### config.mk
export PLATFORM = sky130hd
export DESIGN_NAME = rgbc_lux_color_temperature_unit_flat
export DESIGN_NICKNAME = d
export VERILOG_FILES = /design/src/rtl/rgbc_pkg.sv /design/src/rtl/rgbc_if.sv /design/src/rtl/rgbc_lux_color_temperature_unit.sv /design/src/rtl/rgbc_div_pipe.sv /design/src/rtl/rgbc_front.sv /design/src/rtl/rgbc_queue.sv /design/src/rtl/rgbc_back.sv /design/src/flat_wrapper.sv
export SDC_FILE = /design/constraint.sdc
export NUM_CORES = 2
export LEC_CHECK = 0
export BUFFER_PORTS_ARGS = -buffer_cell sky130_fd_sc_hd__buf_2
export CAP_MARGIN = 20
export CORE_ASPECT_RATIO = 0.6
export CORE_MARGIN = 2
export CORE_UTILIZATION = 48
export CTS_CLUSTER_SIZE = 25
export DETAILED_ROUTE_END_ITERATION = 8
export SETUP_SLACK_MARGIN = 0.05
export SLEW_MARGIN = 30
export SYNTH_ARGS = -nofsm -noshare
export SYNTH_HDL_FRONTEND = slang
export SYNTH_SLANG_ARGS = --single-unit
### constraint.sdc
create_clock -name clk -period 96.5 [get_ports clk]
set_clock_uncertainty 0.1 [all_clocks]
set_input_delay 14.475 -clock clk [delete_from_list [all_inputs] [get_ports clk]]
set_output_delay 14.475 -clock clk [all_outputs]
set_load 0.02 [all_outputs]
### src/rtl/rgbc_pkg.sv
package rgbc_pkg;

    // field widths
    localparam int CH_W       = 16;
    localparam int QUO_W      = 16;
    localparam int ATIME_W    = 8;
    localparam int GAIN_W     = 2;
    localparam int DEN_SCL_W  = 14;
    localparam int DEN_W      = 22;
    localparam int SUM_W      = 28;
    localparam int NUM_W      = SUM_W + 5;
    localparam int LNUM_W     = 32;
    localparam int CNUM_W     = 28;
    localparam int MR_W       = 24;
    localparam int MG_W       = 26;
    localparam int MB_W       = 25;

    // configuration port
    localparam int CFG_IDX_W  = 4;
    localparam int CFG_DATA_W = 8;

    localparam logic [CFG_IDX_W-1:0] REG_ATIME = CFG_IDX_W'(0);
    localparam logic [CFG_IDX_W-1:0] REG_GAIN  = CFG_IDX_W'(1);

    localparam logic [ATIME_W-1:0] ATIME_RESET = ATIME_W'(255);
    localparam logic [GAIN_W-1:0]  GAIN_RESET  = GAIN_W'(0);

    // 240 times the analog gain for gain codes 1x, 4x, 16x, 60x
    localparam logic [DEN_SCL_W-1:0] DEN_SCALE [0:3] = '{
        DEN_SCL_W'(240), DEN_SCL_W'(960), DEN_SCL_W'(3840), DEN_SCL_W'(14400)
    };

    // channel weights in thousandths, and the color temperature scale and offset
    localparam int K_RED      = 136;
    localparam int K_GREEN    = 1000;
    localparam int K_BLUE     = 444;
    localparam int CCT_SCALE  = 3810;
    localparam int CCT_OFFSET = 1391;

    typedef struct packed {
        logic [CH_W-1:0] rc;
        logic [CH_W-1:0] gc;
        logic [CH_W-1:0] bc;
        logic            cct_invalid;
    } entry_t;

    typedef struct packed {
        logic lux_neg;
        logic lux_ovf;
        logic cct_ovf;
        logic cct_invalid;
    } flags_t;

endpackage

### src/rtl/rgbc_if.sv
interface rgbc_in_if;
    import rgbc_pkg::*;

    logic            valid;
    logic            ready;
    logic [CH_W-1:0] red_raw;
    logic [CH_W-1:0] green_raw;
    logic [CH_W-1:0] blue_raw;
    logic [CH_W-1:0] clear_raw;

    modport source (output valid, red_raw, green_raw, blue_raw, clear_raw, input ready);
    modport sink (input valid, red_raw, green_raw, blue_raw, clear_raw, output ready);
endinterface

interface rgbc_out_if;
    import rgbc_pkg::*;

    logic            valid;
    logic            ready;
    logic [CH_W-1:0] lux;
    logic            lux_clipped;
    logic [CH_W-1:0] color_temp;
    logic            cct_invalid;

    modport source (output valid, lux, lux_clipped, color_temp, cct_invalid, input ready);
    modport sink (input valid, lux, lux_clipped, color_temp, cct_invalid, output ready);
endinterface

interface rgbc_cfg_if;
    import rgbc_pkg::*;

    logic                  valid;
    logic                  ready;
    logic [CFG_IDX_W-1:0]  index;
    logic [CFG_DATA_W-1:0] data;

    modport source (output valid, index, data, input ready);
    modport sink (input valid, index, data, output ready);
endinterface

### src/rtl/rgbc_lux_color_temperature_unit.sv
// rgbc light sensor post-processing: lux and correlated color temperature
//
// sample: valid/ready channel with one raw red, green, blue and clear count per
//   transfer. result: valid/ready channel with lux, lux_clipped, color_temp and
//   cct_invalid, one transfer for every sample transfer, in order.
// cfg: write channel (index, data); index 0 is atime, index 1 is gain_code,
//   other indexes are dropped. ready is always high. write only while idle.
// throughput: one sample per clock, sustained, while result.ready stays high.
// path: a sample passes through the two 16-stage restoring dividers (one
//   quotient bit per stage) plus the front register, the queue and four
//   arithmetic/output stages.
// stall: a low result.ready with result.valid high freezes the whole back end;
//   the queue keeps taking from the front until full, then sample.ready drops.
// reset: clears all valid bits, the queue and the config registers
//   (atime = 255, gain 1x); nothing is in flight afterwards.
module rgbc_lux_color_temperature_unit #(
    parameter int QUEUE_DEPTH = 4
) (
    input  logic       clk,
    input  logic       rst_n,
    rgbc_cfg_if.sink   cfg,
    rgbc_in_if.sink    sample,
    rgbc_out_if.source result
);
    import rgbc_pkg::*;

    logic [ATIME_W-1:0] atime_reg;
    logic [GAIN_W-1:0]  gain_reg;
    logic [8:0]         int_cycles;
    logic [DEN_W-1:0]   den_reg;
    logic [DEN_W-1:0]   den_next;

    // front to queue to back
    logic   q_push;
    entry_t q_push_data;
    logic   q_full;
    logic   q_pop;
    logic   q_nonempty;
    entry_t q_head;

    // config writes are always taken and land in the registers at the next edge
    assign cfg.ready = 1'b1;

    always_ff @(posedge clk or negedge rst_n)
    begin
        if (!rst_n)
        begin
            atime_reg <= ATIME_RESET;
            gain_reg  <= GAIN_RESET;
        end
        else if (cfg.valid)
        begin
            case (cfg.index)
                REG_ATIME: atime_reg <= cfg.data[ATIME_W-1:0];
                REG_GAIN:  gain_reg  <= cfg.data[GAIN_W-1:0];
                default:   ;
            endcase
        end
    end

    // lux divisor 240 * (256 - atime) * gain, refreshed every cycle; the user must
    // only change config while idle (not enforced) so it settles long before use
    assign int_cycles = 9'd256 - {1'b0, atime_reg};
    assign den_next   = {13'd0, int_cycles} * {8'd0, DEN_SCALE[gain_reg]};

    always_ff @(posedge clk)
    begin
        den_reg <= den_next;
    end

    // front: takes the sample, removes the infrared estimate
    rgbc_front u_front (
        .clk       (clk),
        .rst_n     (rst_n),
        .sample    (sample),
        .q_full    (q_full),
        .push      (q_push),
        .push_data (q_push_data)
    );

    // short queue so front and back stall on their own
    rgbc_queue #(
        .DEPTH (QUEUE_DEPTH)
    ) u_queue (
        .clk       (clk),
        .rst_n     (rst_n),
        .push      (q_push),
        .push_data (q_push_data),
        .pop       (q_pop),
        .full      (q_full),
        .nonempty  (q_nonempty),
        .head      (q_head)
    );

    // back: weighted sum, both divisions, clipping and the output register
    rgbc_back u_back (
        .clk        (clk),
        .rst_n      (rst_n),
        .lux_den    (den_reg),
        .head_valid (q_nonempty),
        .head       (q_head),
        .pop        (q_pop),
        .result     (result)
    );

endmodule

### src/rtl/rgbc_div_pipe.sv
module rgbc_div_pipe (
    input  logic                   clk,
    input  logic                   rst_n,
    input  logic                   en,
    input  logic                   in_valid,
    input  logic [rgbc_pkg::LNUM_W-1:0] lux_num,
    input  logic [rgbc_pkg::DEN_W-1:0]  lux_den,
    input  logic [rgbc_pkg::CNUM_W-1:0] cct_num,
    input  logic [rgbc_pkg::CH_W-1:0]   cct_den,
    input  rgbc_pkg::flags_t       in_flags,
    output logic                   out_valid,
    output logic [rgbc_pkg::QUO_W-1:0]  lux_q,
    output logic [rgbc_pkg::QUO_W-1:0]  cct_q,
    output rgbc_pkg::flags_t       out_flags
);
    import rgbc_pkg::*;

    localparam int LCMP_W = DEN_W + QUO_W;
    localparam int CCMP_W = CH_W + QUO_W;

    logic              valid_reg [QUO_W];
    logic [LNUM_W-1:0] lrem_reg  [QUO_W];
    logic [DEN_W-1:0]  lden_reg  [QUO_W];
    logic [QUO_W-1:0]  lq_reg    [QUO_W];
    logic [CNUM_W-1:0] crem_reg  [QUO_W];
    logic [CH_W-1:0]   cden_reg  [QUO_W];
    logic [QUO_W-1:0]  cq_reg    [QUO_W];
    flags_t            flags_reg [QUO_W];

    // one quotient bit per stage, msb first
    for (genvar k = 0; k < QUO_W; k++)
    begin : g_stage
        logic              v_src;
        logic [LNUM_W-1:0] lrem_src;
        logic [DEN_W-1:0]  lden_src;
        logic [QUO_W-1:0]  lq_src;
        logic [CNUM_W-1:0] crem_src;
        logic [CH_W-1:0]   cden_src;
        logic [QUO_W-1:0]  cq_src;
        flags_t            flags_src;
        logic [LCMP_W-1:0] ltrial;
        logic [CCMP_W-1:0] ctrial;
        logic              lge;
        logic              cge;

        if (k == 0)
        begin : g_first
            assign v_src     = in_valid;
            assign lrem_src  = lux_num;
            assign lden_src  = lux_den;
            assign lq_src    = '0;
            assign crem_src  = cct_num;
            assign cden_src  = cct_den;
            assign cq_src    = '0;
            assign flags_src = in_flags;
        end
        else
        begin : g_next
            assign v_src     = valid_reg[k-1];
            assign lrem_src  = lrem_reg[k-1];
            assign lden_src  = lden_reg[k-1];
            assign lq_src    = lq_reg[k-1];
            assign crem_src  = crem_reg[k-1];
            assign cden_src  = cden_reg[k-1];
            assign cq_src    = cq_reg[k-1];
            assign flags_src = flags_reg[k-1];
        end

        assign ltrial = LCMP_W'(lden_src) << (QUO_W - 1 - k);
        assign ctrial = CCMP_W'(cden_src) << (QUO_W - 1 - k);
        assign lge    = LCMP_W'(lrem_src) >= ltrial;
        assign cge    = CCMP_W'(crem_src) >= ctrial;

        always_ff @(posedge clk or negedge rst_n)
        begin
            if (!rst_n)
            begin
                valid_reg[k] <= 1'b0;
            end
            else if (en)
            begin
                valid_reg[k] <= v_src;
            end
        end

        always_ff @(posedge clk)
        begin
            if (en)
            begin
                lrem_reg[k]  <= lge ? LNUM_W'(LCMP_W'(lrem_src) - ltrial) : lrem_src;
                lden_reg[k]  <= lden_src;
                lq_reg[k]    <= lq_src | (QUO_W'(lge) << (QUO_W - 1 - k));
                crem_reg[k]  <= cge ? CNUM_W'(CCMP_W'(crem_src) - ctrial) : crem_src;
                cden_reg[k]  <= cden_src;
                cq_reg[k]    <= cq_src | (QUO_W'(cge) << (QUO_W - 1 - k));
                flags_reg[k] <= flags_src;
            end
        end
    end

    assign out_valid = valid_reg[QUO_W-1];
    assign lux_q     = lq_reg[QUO_W-1];
    assign cct_q     = cq_reg[QUO_W-1];
    assign out_flags = flags_reg[QUO_W-1];

endmodule

### src/rtl/rgbc_front.sv
module rgbc_front (
    input  logic             clk,
    input  logic             rst_n,
    rgbc_in_if.sink          sample,
    input  logic             q_full,
    output logic             push,
    output rgbc_pkg::entry_t push_data
);
    import rgbc_pkg::*;

    logic            valid_reg;
    logic            valid_next;
    logic [CH_W-1:0] red_reg;
    logic [CH_W-1:0] grn_reg;
    logic [CH_W-1:0] blu_reg;
    logic [CH_W-1:0] ir_reg;
    logic [CH_W+1:0] sum;
    logic [CH_W+1:0] excess;
    logic [CH_W-1:0] ir_next;
    logic [CH_W-1:0] rc;
    logic            take;

    assign sample.ready = !valid_reg || !q_full;
    assign take         = sample.valid && sample.ready;
    assign push         = valid_reg && !q_full;

    // infrared estimate, kept to 16 bits
    always_comb
    begin
        sum     = {2'b00, sample.red_raw} + {2'b00, sample.green_raw}
                + {2'b00, sample.blue_raw};
        excess  = sum - {2'b00, sample.clear_raw};
        ir_next = (sum > {2'b00, sample.clear_raw}) ? excess[CH_W:1] : '0;
    end

    always_comb
    begin
        if (take)
            valid_next = 1'b1;
        else if (push)
            valid_next = 1'b0;
        else
            valid_next = valid_reg;
    end

    always_ff @(posedge clk or negedge rst_n)
    begin
        if (!rst_n)
        begin
            valid_reg <= 1'b0;
        end
        else
        begin
            valid_reg <= valid_next;
        end
    end

    always_ff @(posedge clk)
    begin
        if (take)
        begin
            red_reg <= sample.red_raw;
            grn_reg <= sample.green_raw;
            blu_reg <= sample.blue_raw;
            ir_reg  <= ir_next;
        end
    end

    // corrected channels wrap mod 2^16
    assign rc = red_reg - ir_reg;

    always_comb
    begin
        push_data.rc          = rc;
        push_data.gc          = grn_reg - ir_reg;
        push_data.bc          = blu_reg - ir_reg;
        push_data.cct_invalid = (rc == '0);
    end

endmodule

### src/rtl/rgbc_queue.sv
module rgbc_queue #(
    parameter int DEPTH = 4
) (
    input  logic             clk,
    input  logic             rst_n,
    input  logic             push,
    input  rgbc_pkg::entry_t push_data,
    input  logic             pop,
    output logic             full,
    output logic             nonempty,
    output rgbc_pkg::entry_t head
);
    import rgbc_pkg::*;

    localparam int PW = (DEPTH > 1) ? $clog2(DEPTH) : 1;
    localparam int CW = $clog2(DEPTH + 1);

    entry_t        mem_reg [DEPTH];
    logic [PW-1:0] wr_ptr_reg;
    logic [PW-1:0] wr_ptr_next;
    logic [PW-1:0] rd_ptr_reg;
    logic [PW-1:0] rd_ptr_next;
    logic [CW-1:0] count_reg;
    logic [CW-1:0] count_next;

    assign full     = (count_reg == CW'(DEPTH));
    assign nonempty = (count_reg != '0);
    assign head     = mem_reg[rd_ptr_reg];

    always_comb
    begin
        wr_ptr_next = wr_ptr_reg;
        rd_ptr_next = rd_ptr_reg;
        if (push)
            wr_ptr_next = (wr_ptr_reg == PW'(DEPTH - 1)) ? '0 : wr_ptr_reg + 1'b1;
        if (pop)
            rd_ptr_next = (rd_ptr_reg == PW'(DEPTH - 1)) ? '0 : rd_ptr_reg + 1'b1;
        case ({push, pop})
            2'b10:   count_next = count_reg + 1'b1;
            2'b01:   count_next = count_reg - 1'b1;
            default: count_next = count_reg;
        endcase
    end

    always_ff @(posedge clk or negedge rst_n)
    begin
        if (!rst_n)
        begin
            wr_ptr_reg <= '0;
            rd_ptr_reg <= '0;
            count_reg  <= '0;
        end
        else
        begin
            wr_ptr_reg <= wr_ptr_next;
            rd_ptr_reg <= rd_ptr_next;
            count_reg  <= count_next;
        end
    end

    always_ff @(posedge clk)
    begin
        if (push)
        begin
            mem_reg[wr_ptr_reg] <= push_data;
        end
    end

endmodule

### src/rtl/rgbc_back.sv
module rgbc_back (
    input  logic                       clk,
    input  logic                       rst_n,
    input  logic [rgbc_pkg::DEN_W-1:0] lux_den,
    input  logic                       head_valid,
    input  rgbc_pkg::entry_t           head,
    output logic                       pop,
    rgbc_out_if.source                 result
);
    import rgbc_pkg::*;

    logic              en;

    // product stage
    logic              s1_valid_reg;
    logic [MR_W-1:0]   mr_reg;
    logic [MG_W-1:0]   mg_reg;
    logic [MB_W-1:0]   mb_reg;
    logic [CNUM_W-1:0] cn1_reg;
    logic [CH_W-1:0]   rc1_reg;
    logic              inv1_reg;

    // weighted sum stage
    logic              s2_valid_reg;
    logic [SUM_W-1:0]  p_reg;
    logic [CNUM_W-1:0] cn2_reg;
    logic [CH_W-1:0]   rc2_reg;
    logic              inv2_reg;

    // times 31 stage
    logic              s3_valid_reg;
    logic [NUM_W-1:0]  num_reg;
    logic [NUM_W-1:0]  p_ext;
    logic [CNUM_W-1:0] cn3_reg;
    logic [CH_W-1:0]   rc3_reg;
    logic              inv3_reg;

    flags_t            div_flags;
    logic              d_valid;
    logic [QUO_W-1:0]  lux_q;
    logic [QUO_W-1:0]  cct_q;
    flags_t            d_flags;

    logic [CH_W:0]     ct_sum;
    logic              out_valid_reg;
    logic [CH_W-1:0]   lux_reg;
    logic [CH_W-1:0]   lux_next;
    logic              clip_reg;
    logic [CH_W-1:0]   ct_reg;
    logic [CH_W-1:0]   ct_next;
    logic              inv_reg;

    // whole back end moves together unless the output is held
    assign en  = !out_valid_reg || result.ready;
    assign pop = en && head_valid;

    assign p_ext = {{(NUM_W - SUM_W){p_reg[SUM_W-1]}}, p_reg};

    always_comb
    begin
        div_flags.lux_neg     = num_reg[NUM_W-1];
        div_flags.lux_ovf     = (LNUM_W + 6)'(num_reg[LNUM_W-1:0])
                              >= {lux_den, {QUO_W{1'b0}}};
        div_flags.cct_ovf     = (CNUM_W + 4)'(cn3_reg) >= {rc3_reg, {QUO_W{1'b0}}};
        div_flags.cct_invalid = inv3_reg;
    end

    always_ff @(posedge clk or negedge rst_n)
    begin
        if (!rst_n)
        begin
            s1_valid_reg <= 1'b0;
            s2_valid_reg <= 1'b0;
            s3_valid_reg <= 1'b0;
        end
        else if (en)
        begin
            s1_valid_reg <= head_valid;
            s2_valid_reg <= s1_valid_reg;
            s3_valid_reg <= s2_valid_reg;
        end
    end

    always_ff @(posedge clk)
    begin
        if (en)
        begin
            mr_reg   <= MR_W'(head.rc) * MR_W'(K_RED);
            mg_reg   <= MG_W'(head.gc) * MG_W'(K_GREEN);
            mb_reg   <= MB_W'(head.bc) * MB_W'(K_BLUE);
            cn1_reg  <= CNUM_W'(head.bc) * CNUM_W'(CCT_SCALE);
            rc1_reg  <= head.rc;
            inv1_reg <= head.cct_invalid;

            p_reg    <= SUM_W'(mr_reg) + SUM_W'(mg_reg) - SUM_W'(mb_reg);
            cn2_reg  <= cn1_reg;
            rc2_reg  <= rc1_reg;
            inv2_reg <= inv1_reg;

            num_reg  <= {p_ext[NUM_W-6:0], 5'b00000} - p_ext;
            cn3_reg  <= cn2_reg;
            rc3_reg  <= rc2_reg;
            inv3_reg <= inv2_reg;
        end
    end

    rgbc_div_pipe u_div (
        .clk       (clk),
        .rst_n     (rst_n),
        .en        (en),
        .in_valid  (s3_valid_reg),
        .lux_num   (num_reg[LNUM_W-1:0]),
        .lux_den   (lux_den),
        .cct_num   (cn3_reg),
        .cct_den   (rc3_reg),
        .in_flags  (div_flags),
        .out_valid (d_valid),
        .lux_q     (lux_q),
        .cct_q     (cct_q),
        .out_flags (d_flags)
    );

    always_comb
    begin
        ct_sum = {1'b0, cct_q} + (CH_W + 1)'(CCT_OFFSET);
        if (d_flags.lux_neg)
            lux_next = '0;
        else if (d_flags.lux_ovf)
            lux_next = '1;
        else
            lux_next = lux_q;
        if (d_flags.cct_invalid)
            ct_next = '0;
        else if (d_flags.cct_ovf || ct_sum[CH_W])
            ct_next = '1;
        else
            ct_next = ct_sum[CH_W-1:0];
    end

    always_ff @(posedge clk or negedge rst_n)
    begin
        if (!rst_n)
        begin
            out_valid_reg <= 1'b0;
        end
        else if (en)
        begin
            out_valid_reg <= d_valid;
        end
    end

    always_ff @(posedge clk)
    begin
        if (en)
        begin
            lux_reg  <= lux_next;
            clip_reg <= d_flags.lux_neg || d_flags.lux_ovf;
            ct_reg   <= ct_next;
            inv_reg  <= d_flags.cct_invalid;
        end
    end

    assign result.valid       = out_valid_reg;
    assign result.lux         = lux_reg;
    assign result.lux_clipped = clip_reg;
    assign result.color_temp  = ct_reg;
    assign result.cct_invalid = inv_reg;

endmodule

### src/flat_wrapper.sv
// flat-port wrapper written by rule: the top's interface ports become plain ports
module rgbc_lux_color_temperature_unit_flat import rgbc_pkg::*;
#(
    parameter int QUEUE_DEPTH = 4
)
  (clk, rst_n, cfg_valid, cfg_index, cfg_data, cfg_ready, sample_valid, sample_red_raw, sample_green_raw, sample_blue_raw, sample_clear_raw, sample_ready, result_valid, result_lux, result_lux_clipped, result_color_temp, result_cct_invalid, result_ready);
  rgbc_cfg_if cfg_i ();
  rgbc_in_if sample_i ();
  rgbc_out_if result_i ();
  input  logic clk;
  input  logic rst_n;
  input wire logic [$bits(cfg_i.valid)-1:0] cfg_valid;
  input wire logic [$bits(cfg_i.index)-1:0] cfg_index;
  input wire logic [$bits(cfg_i.data)-1:0] cfg_data;
  output wire logic [$bits(cfg_i.ready)-1:0] cfg_ready;
  input wire logic [$bits(sample_i.valid)-1:0] sample_valid;
  input wire logic [$bits(sample_i.red_raw)-1:0] sample_red_raw;
  input wire logic [$bits(sample_i.green_raw)-1:0] sample_green_raw;
  input wire logic [$bits(sample_i.blue_raw)-1:0] sample_blue_raw;
  input wire logic [$bits(sample_i.clear_raw)-1:0] sample_clear_raw;
  output wire logic [$bits(sample_i.ready)-1:0] sample_ready;
  output wire logic [$bits(result_i.valid)-1:0] result_valid;
  output wire logic [$bits(result_i.lux)-1:0] result_lux;
  output wire logic [$bits(result_i.lux_clipped)-1:0] result_lux_clipped;
  output wire logic [$bits(result_i.color_temp)-1:0] result_color_temp;
  output wire logic [$bits(result_i.cct_invalid)-1:0] result_cct_invalid;
  input wire logic [$bits(result_i.ready)-1:0] result_ready;
  assign cfg_i.valid = cfg_valid;
  assign cfg_i.index = cfg_index;
  assign cfg_i.data = cfg_data;
  assign cfg_ready = cfg_i.ready;
  assign sample_i.valid = sample_valid;
  assign sample_i.red_raw = sample_red_raw;
  assign sample_i.green_raw = sample_green_raw;
  assign sample_i.blue_raw = sample_blue_raw;
  assign sample_i.clear_raw = sample_clear_raw;
  assign sample_ready = sample_i.ready;
  assign result_valid = result_i.valid;
  assign result_lux = result_i.lux;
  assign result_lux_clipped = result_i.lux_clipped;
  assign result_color_temp = result_i.color_temp;
  assign result_cct_invalid = result_i.cct_invalid;
  assign result_i.ready = result_ready;
  rgbc_lux_color_temperature_unit #(.QUEUE_DEPTH(QUEUE_DEPTH)) u_core (.clk(clk), .rst_n(rst_n), .cfg(cfg_i), .sample(sample_i), .result(result_i));
endmodule
==> metrics.log <==
INFO  metric commonest_register_cell_after_synthesis = sky130_fd_sc_hd__edfxtp_1
INFO  metric criticalPathCategory = in2reg
INFO  metric cts_buffers = 217
INFO  metric area.growth.synth_to_final = 9.94%
INFO  metric count_of_vias_placed_by_the_detailed_router = 69400
INFO  metric post_drt_wl_per_cell = 18.6 um
INFO  metric tritoncts = built
INFO  metric synth_xor_xnor_area_share = 4.55%
INFO  metric design.die.area = 252000 sq um
INFO  metric syn_nets = 10500
INFO  metric postRouteAntennaNets = 0
INFO  metric gpl.final_weighted_congestion = 0.850
INFO  metric synth-warning-count = 0
INFO  metric placeableCoreArea = between 200000 and 250000 sq um
INFO  metric post_drt_via_cell_ratio = 5.34
INFO  metric synthSimpleGateAreaFrac = 7.79%
INFO  metric cts_buffer_depth = 4
INFO  metric number_of_antenna_violations_at_the_first_check_in_global_routing = 12
INFO  metric num_rows = 141
INFO  metric floorplan.die.width = 646 um
INFO  metric effective_utilization_at_floorplan = approximately 48%
INFO  metric run_status = finished clean
INFO  metric placement.cell_area = 123000 sq um
INFO  metric synth.ff_latch_count = 2273
INFO  metric cts_setup_buffers = 0
INFO  metric detailedRoute.firstPassIterationCount = 6
INFO  metric slew_hr = about 33%
INFO  metric tightestPinTransition = 0.998 ns
INFO  metric grtUsageTotal = 19.2%
INFO  metric cp_max_fo = 13
INFO  metric layout.nets = 10800
INFO  metric depth_of_the_cts_h_tree = 4
INFO  metric cp-end-kind = flop
INFO  metric synth_top_family_by_area = adder cells
INFO  metric report.final.hold_viol_count = 0
INFO  metric grt_setup_unrepaired = false
INFO  metric final_layout_size_suffix_gt1_share = 8.78%
INFO  metric synth_edf_count = 2217
INFO  metric first_iter_violations = between 5000 and 6000
INFO  metric multiInputGateArea = roughly 46000 sq um
INFO  metric grt_pass1_vias = 68200
INFO  metric clkLatencyLatePin = around 0.88 ns
INFO  metric post_synthesis_sequential_area_ratio = 57.1%
INFO  metric postCtsHoldBufs = 0
INFO  metric netlist-cell-type-count = 105
INFO  metric grt.met1_usage = approximately 30%
INFO  metric grt.busiest_layer = met1
INFO  metric max_cap_viol_count = 0
INFO  metric worst_setup_sp_type = primary input
INFO  metric design_area = about 130000 sq um
INFO  metric io_pins = 118
INFO  metric grt_start_max_net_pins = 204
INFO  metric synthesis.area_per_instance = around 13 sq um
INFO  metric cts.clk_slew.worst_paths = 0.07 ns
INFO  metric clock.fmax = 50.2 MHz
INFO  metric syn_inst = 9261
INFO  metric largest_register_ff_count = 437
INFO  metric min_period_over_period = 20.7%
INFO  metric die_height = 389 um
INFO  metric resized_gates_after_cts = 0
INFO  metric global_route_wire_length_before_repair = 384000 um
INFO  metric tritoncts_num_sinks = between 2000 and 2500
INFO  metric synth-async-reset-ratio = 1.67%
INFO  metric post_synth_instance_area = between 100000 and 150000 sq um
INFO  metric remaining_routing_drc_violations = 0
INFO  metric layout.area.seq = 67900 sq um
INFO  metric fin_tns_setup = 0 ns
INFO  metric synth_adder_area_share = 14.3%
INFO  metric complex_gate_fraction_of_the_synthesized_area = 9.11%
INFO  metric hpwlAfterDp = 180000 um
INFO  metric hold_path_class = reg2reg
INFO  metric final_report_max_slew_violation_count = 0
INFO  metric grt_use_met3 = 3.29%
INFO  metric port-buffer-count = 116
INFO  metric synth_top_cells_by_area = sky130_fd_sc_hd__edfxtp_1 56%, sky130_fd_sc_hd__ha_1 9.7%, sky130_fd_sc_hd__fa_1 4.5%, sky130_fd_sc_hd__inv_1 3.7%, sky130_fd_sc_hd__xnor2_1 2.8%
INFO  metric crit_arrival = 20.44 ns
INFO  metric synth_top_area_share = between 50 and 60%
INFO  metric worstPathRequired = 97.01 ns
INFO  metric groute.layer.met2.usage = a little over a quarter
INFO  metric final_report_setup_violation_count = 0
INFO  metric finalWirelength = 241000 um
INFO  metric final_period_minus_worst_setup_slack = 19.94 ns
INFO  metric cts_root_buffer = sky130_fd_sc_hd__clkbuf_16
INFO  metric layout.filler_cells = 20600
INFO  metric yosysTopAreaCell = sky130_fd_sc_hd__edfxtp_1
INFO  metric muxShareOfSynthArea = 2.92%
INFO  metric grt-ovfl-total = 0
## synthesized netlist by cell type, drive strengths merged, types with 100 or more instances
cell       n
xor2     233
nand2b   100
o21ai    396
fa       270
nor2b    112
inv     1188
nor3     190
nor2     533
mux2     187
ha       924
nand2    456
edfxtp  2217
o21a     132
xnor2    384
a21oi    513
nand3    112
a21o     198
## cell usage in the layout, fill, tap and decap left out, types with 56 or more instances in the layout
cell type and count:
sky130_fd_sc_hd__o21ai_0 384, sky130_fd_sc_hd__nand2_1 456, sky130_fd_sc_hd__edfxtp_1 2217, sky130_fd_sc_hd__inv_1 1186, sky130_fd_sc_hd__nand2b_1 97, sky130_fd_sc_hd__nor2_1 532
sky130_fd_sc_hd__mux2_2 180, sky130_fd_sc_hd__ha_1 924, sky130_fd_sc_hd__nor2b_1 110, sky130_fd_sc_hd__buf_2 115, sky130_fd_sc_hd__fa_1 270, sky130_fd_sc_hd__xnor2_1 384
sky130_fd_sc_hd__nand3_1 111, sky130_fd_sc_hd__o21a_1 132, sky130_fd_sc_hd__clkbuf_16 221, sky130_fd_sc_hd__a21oi_1 510, sky130_fd_sc_hd__xor2_1 233, sky130_fd_sc_hd__nor4_1 63
sky130_fd_sc_hd__a21o_1 197, sky130_fd_sc_hd__nand4_1 56, sky130_fd_sc_hd__nor3_1 189
## metal layers
layer	wire length, um	share of wire [%]	vias to the layer above
met5	34	0.014	-
met1	125000	52	33600
met3	13200	5.5	312
met2	97200	40	1431
li1	-	-	34000
met4	5110	2.1	4
## stage by stage
| step | setup slack (ns) | instances | utilization [%] | hold slack, ns |
|---|---|---|---|---|
| CTS | 76.18 | 13000 | 53.0 | 0.287 |
| finish | 76.56 | 13000 | 53.1 | 0.291 |
| global route | 76.30 | 13000 | 53.1 | 0.285 |
| detailed placement | 75.27 | 12600 | 50.1 | 0.305 |
| global placement | 74.96 | 12600 | 50.1 | 0.300 |
| floorplan | 22.07 | 9261 | - | 0.300 |
## cells by family (layout without fill, tap and decap cells)
family,after synthesis,in the layout
other,1,3
XOR/XNOR,617,617
flip-flops,2273,2273
buffers and inverters,1323,1749
multiplexers,259,259
AND/OR/NAND/NOR,1898,1898
AO/OA/AOI/OAI,1696,1696
adder cells (fa/ha/maj),1194,1194
## path summary, 6_finish.rpt
path / startpoint / to / cells after the start / slack [ns]
max: sample_blue_raw[1] / u_core.u_front.ir_reg[0]$_SDFFCE_PP0P_ / 21 / 76.56
max in group asynchronous: rst_n / u_core.u_queue.rd_ptr_reg[0]$_DFFE_PN0P_ / 1 / 82.33
min: u_core.u_back.u_div.lq_reg[0][105]$_DFFE_PP_ / u_core.u_back.u_div.lq_reg[0][121]$_DFFE_PP_ / 0 / 0.29
max reg2reg: u_core.u_queue.rd_ptr_reg[0]$_DFFE_PN0P_ / u_core.u_back.cn1_reg[26]$_DFFE_PP_ / 20 / 88.80
min reg2reg: u_core.u_back.u_div.lq_reg[0][105]$_DFFE_PP_ / u_core.u_back.u_div.lq_reg[0][121]$_DFFE_PP_ / 0 / 0.29
min in group asynchronous: rst_n / u_core.gain_reg[0]$_DFFE_PN0P_ / 1 / 13.53
## worst max-delay path, cell delays in order
cell,delay [ns]
sky130_fd_sc_hd__buf_2,0.12
sky130_fd_sc_hd__fa_1,0.54
sky130_fd_sc_hd__ha_1,0.20
sky130_fd_sc_hd__fa_1,0.24
sky130_fd_sc_hd__a21oi_1,0.09
sky130_fd_sc_hd__o21bai_1,0.24
sky130_fd_sc_hd__a21oi_1,0.14
sky130_fd_sc_hd__o21ai_0,0.53
sky130_fd_sc_hd__a21oi_1,0.20
sky130_fd_sc_hd__o21ai_0,0.30
sky130_fd_sc_hd__xor2_1,0.18
sky130_fd_sc_hd__ha_1,0.31
sky130_fd_sc_hd__a21o_1,0.19
sky130_fd_sc_hd__a21o_1,0.17
sky130_fd_sc_hd__a21oi_1,0.30
sky130_fd_sc_hd__o211ai_1,0.15
sky130_fd_sc_hd__and2_1,0.23
sky130_fd_sc_hd__a31oi_1,0.55
sky130_fd_sc_hd__a41o_1,0.53
sky130_fd_sc_hd__nand3_1,0.43
sky130_fd_sc_hd__and2_1,0.30
## cell type report
type	instances	share of cell area [%]
clock inverter	132	0.996
inverter	1189	3.41
antenna	2	0.00383
clock buffer	260	4.39
sequential	2273	52.0
tap	3289	3.15
timing repair buffer	168	0.861
multi-input combinational	5665	35.2
Power is left out: the tool's default activity adds up to more than one toggle a clock period on the data nets, which glitch-free logic cannot reach.
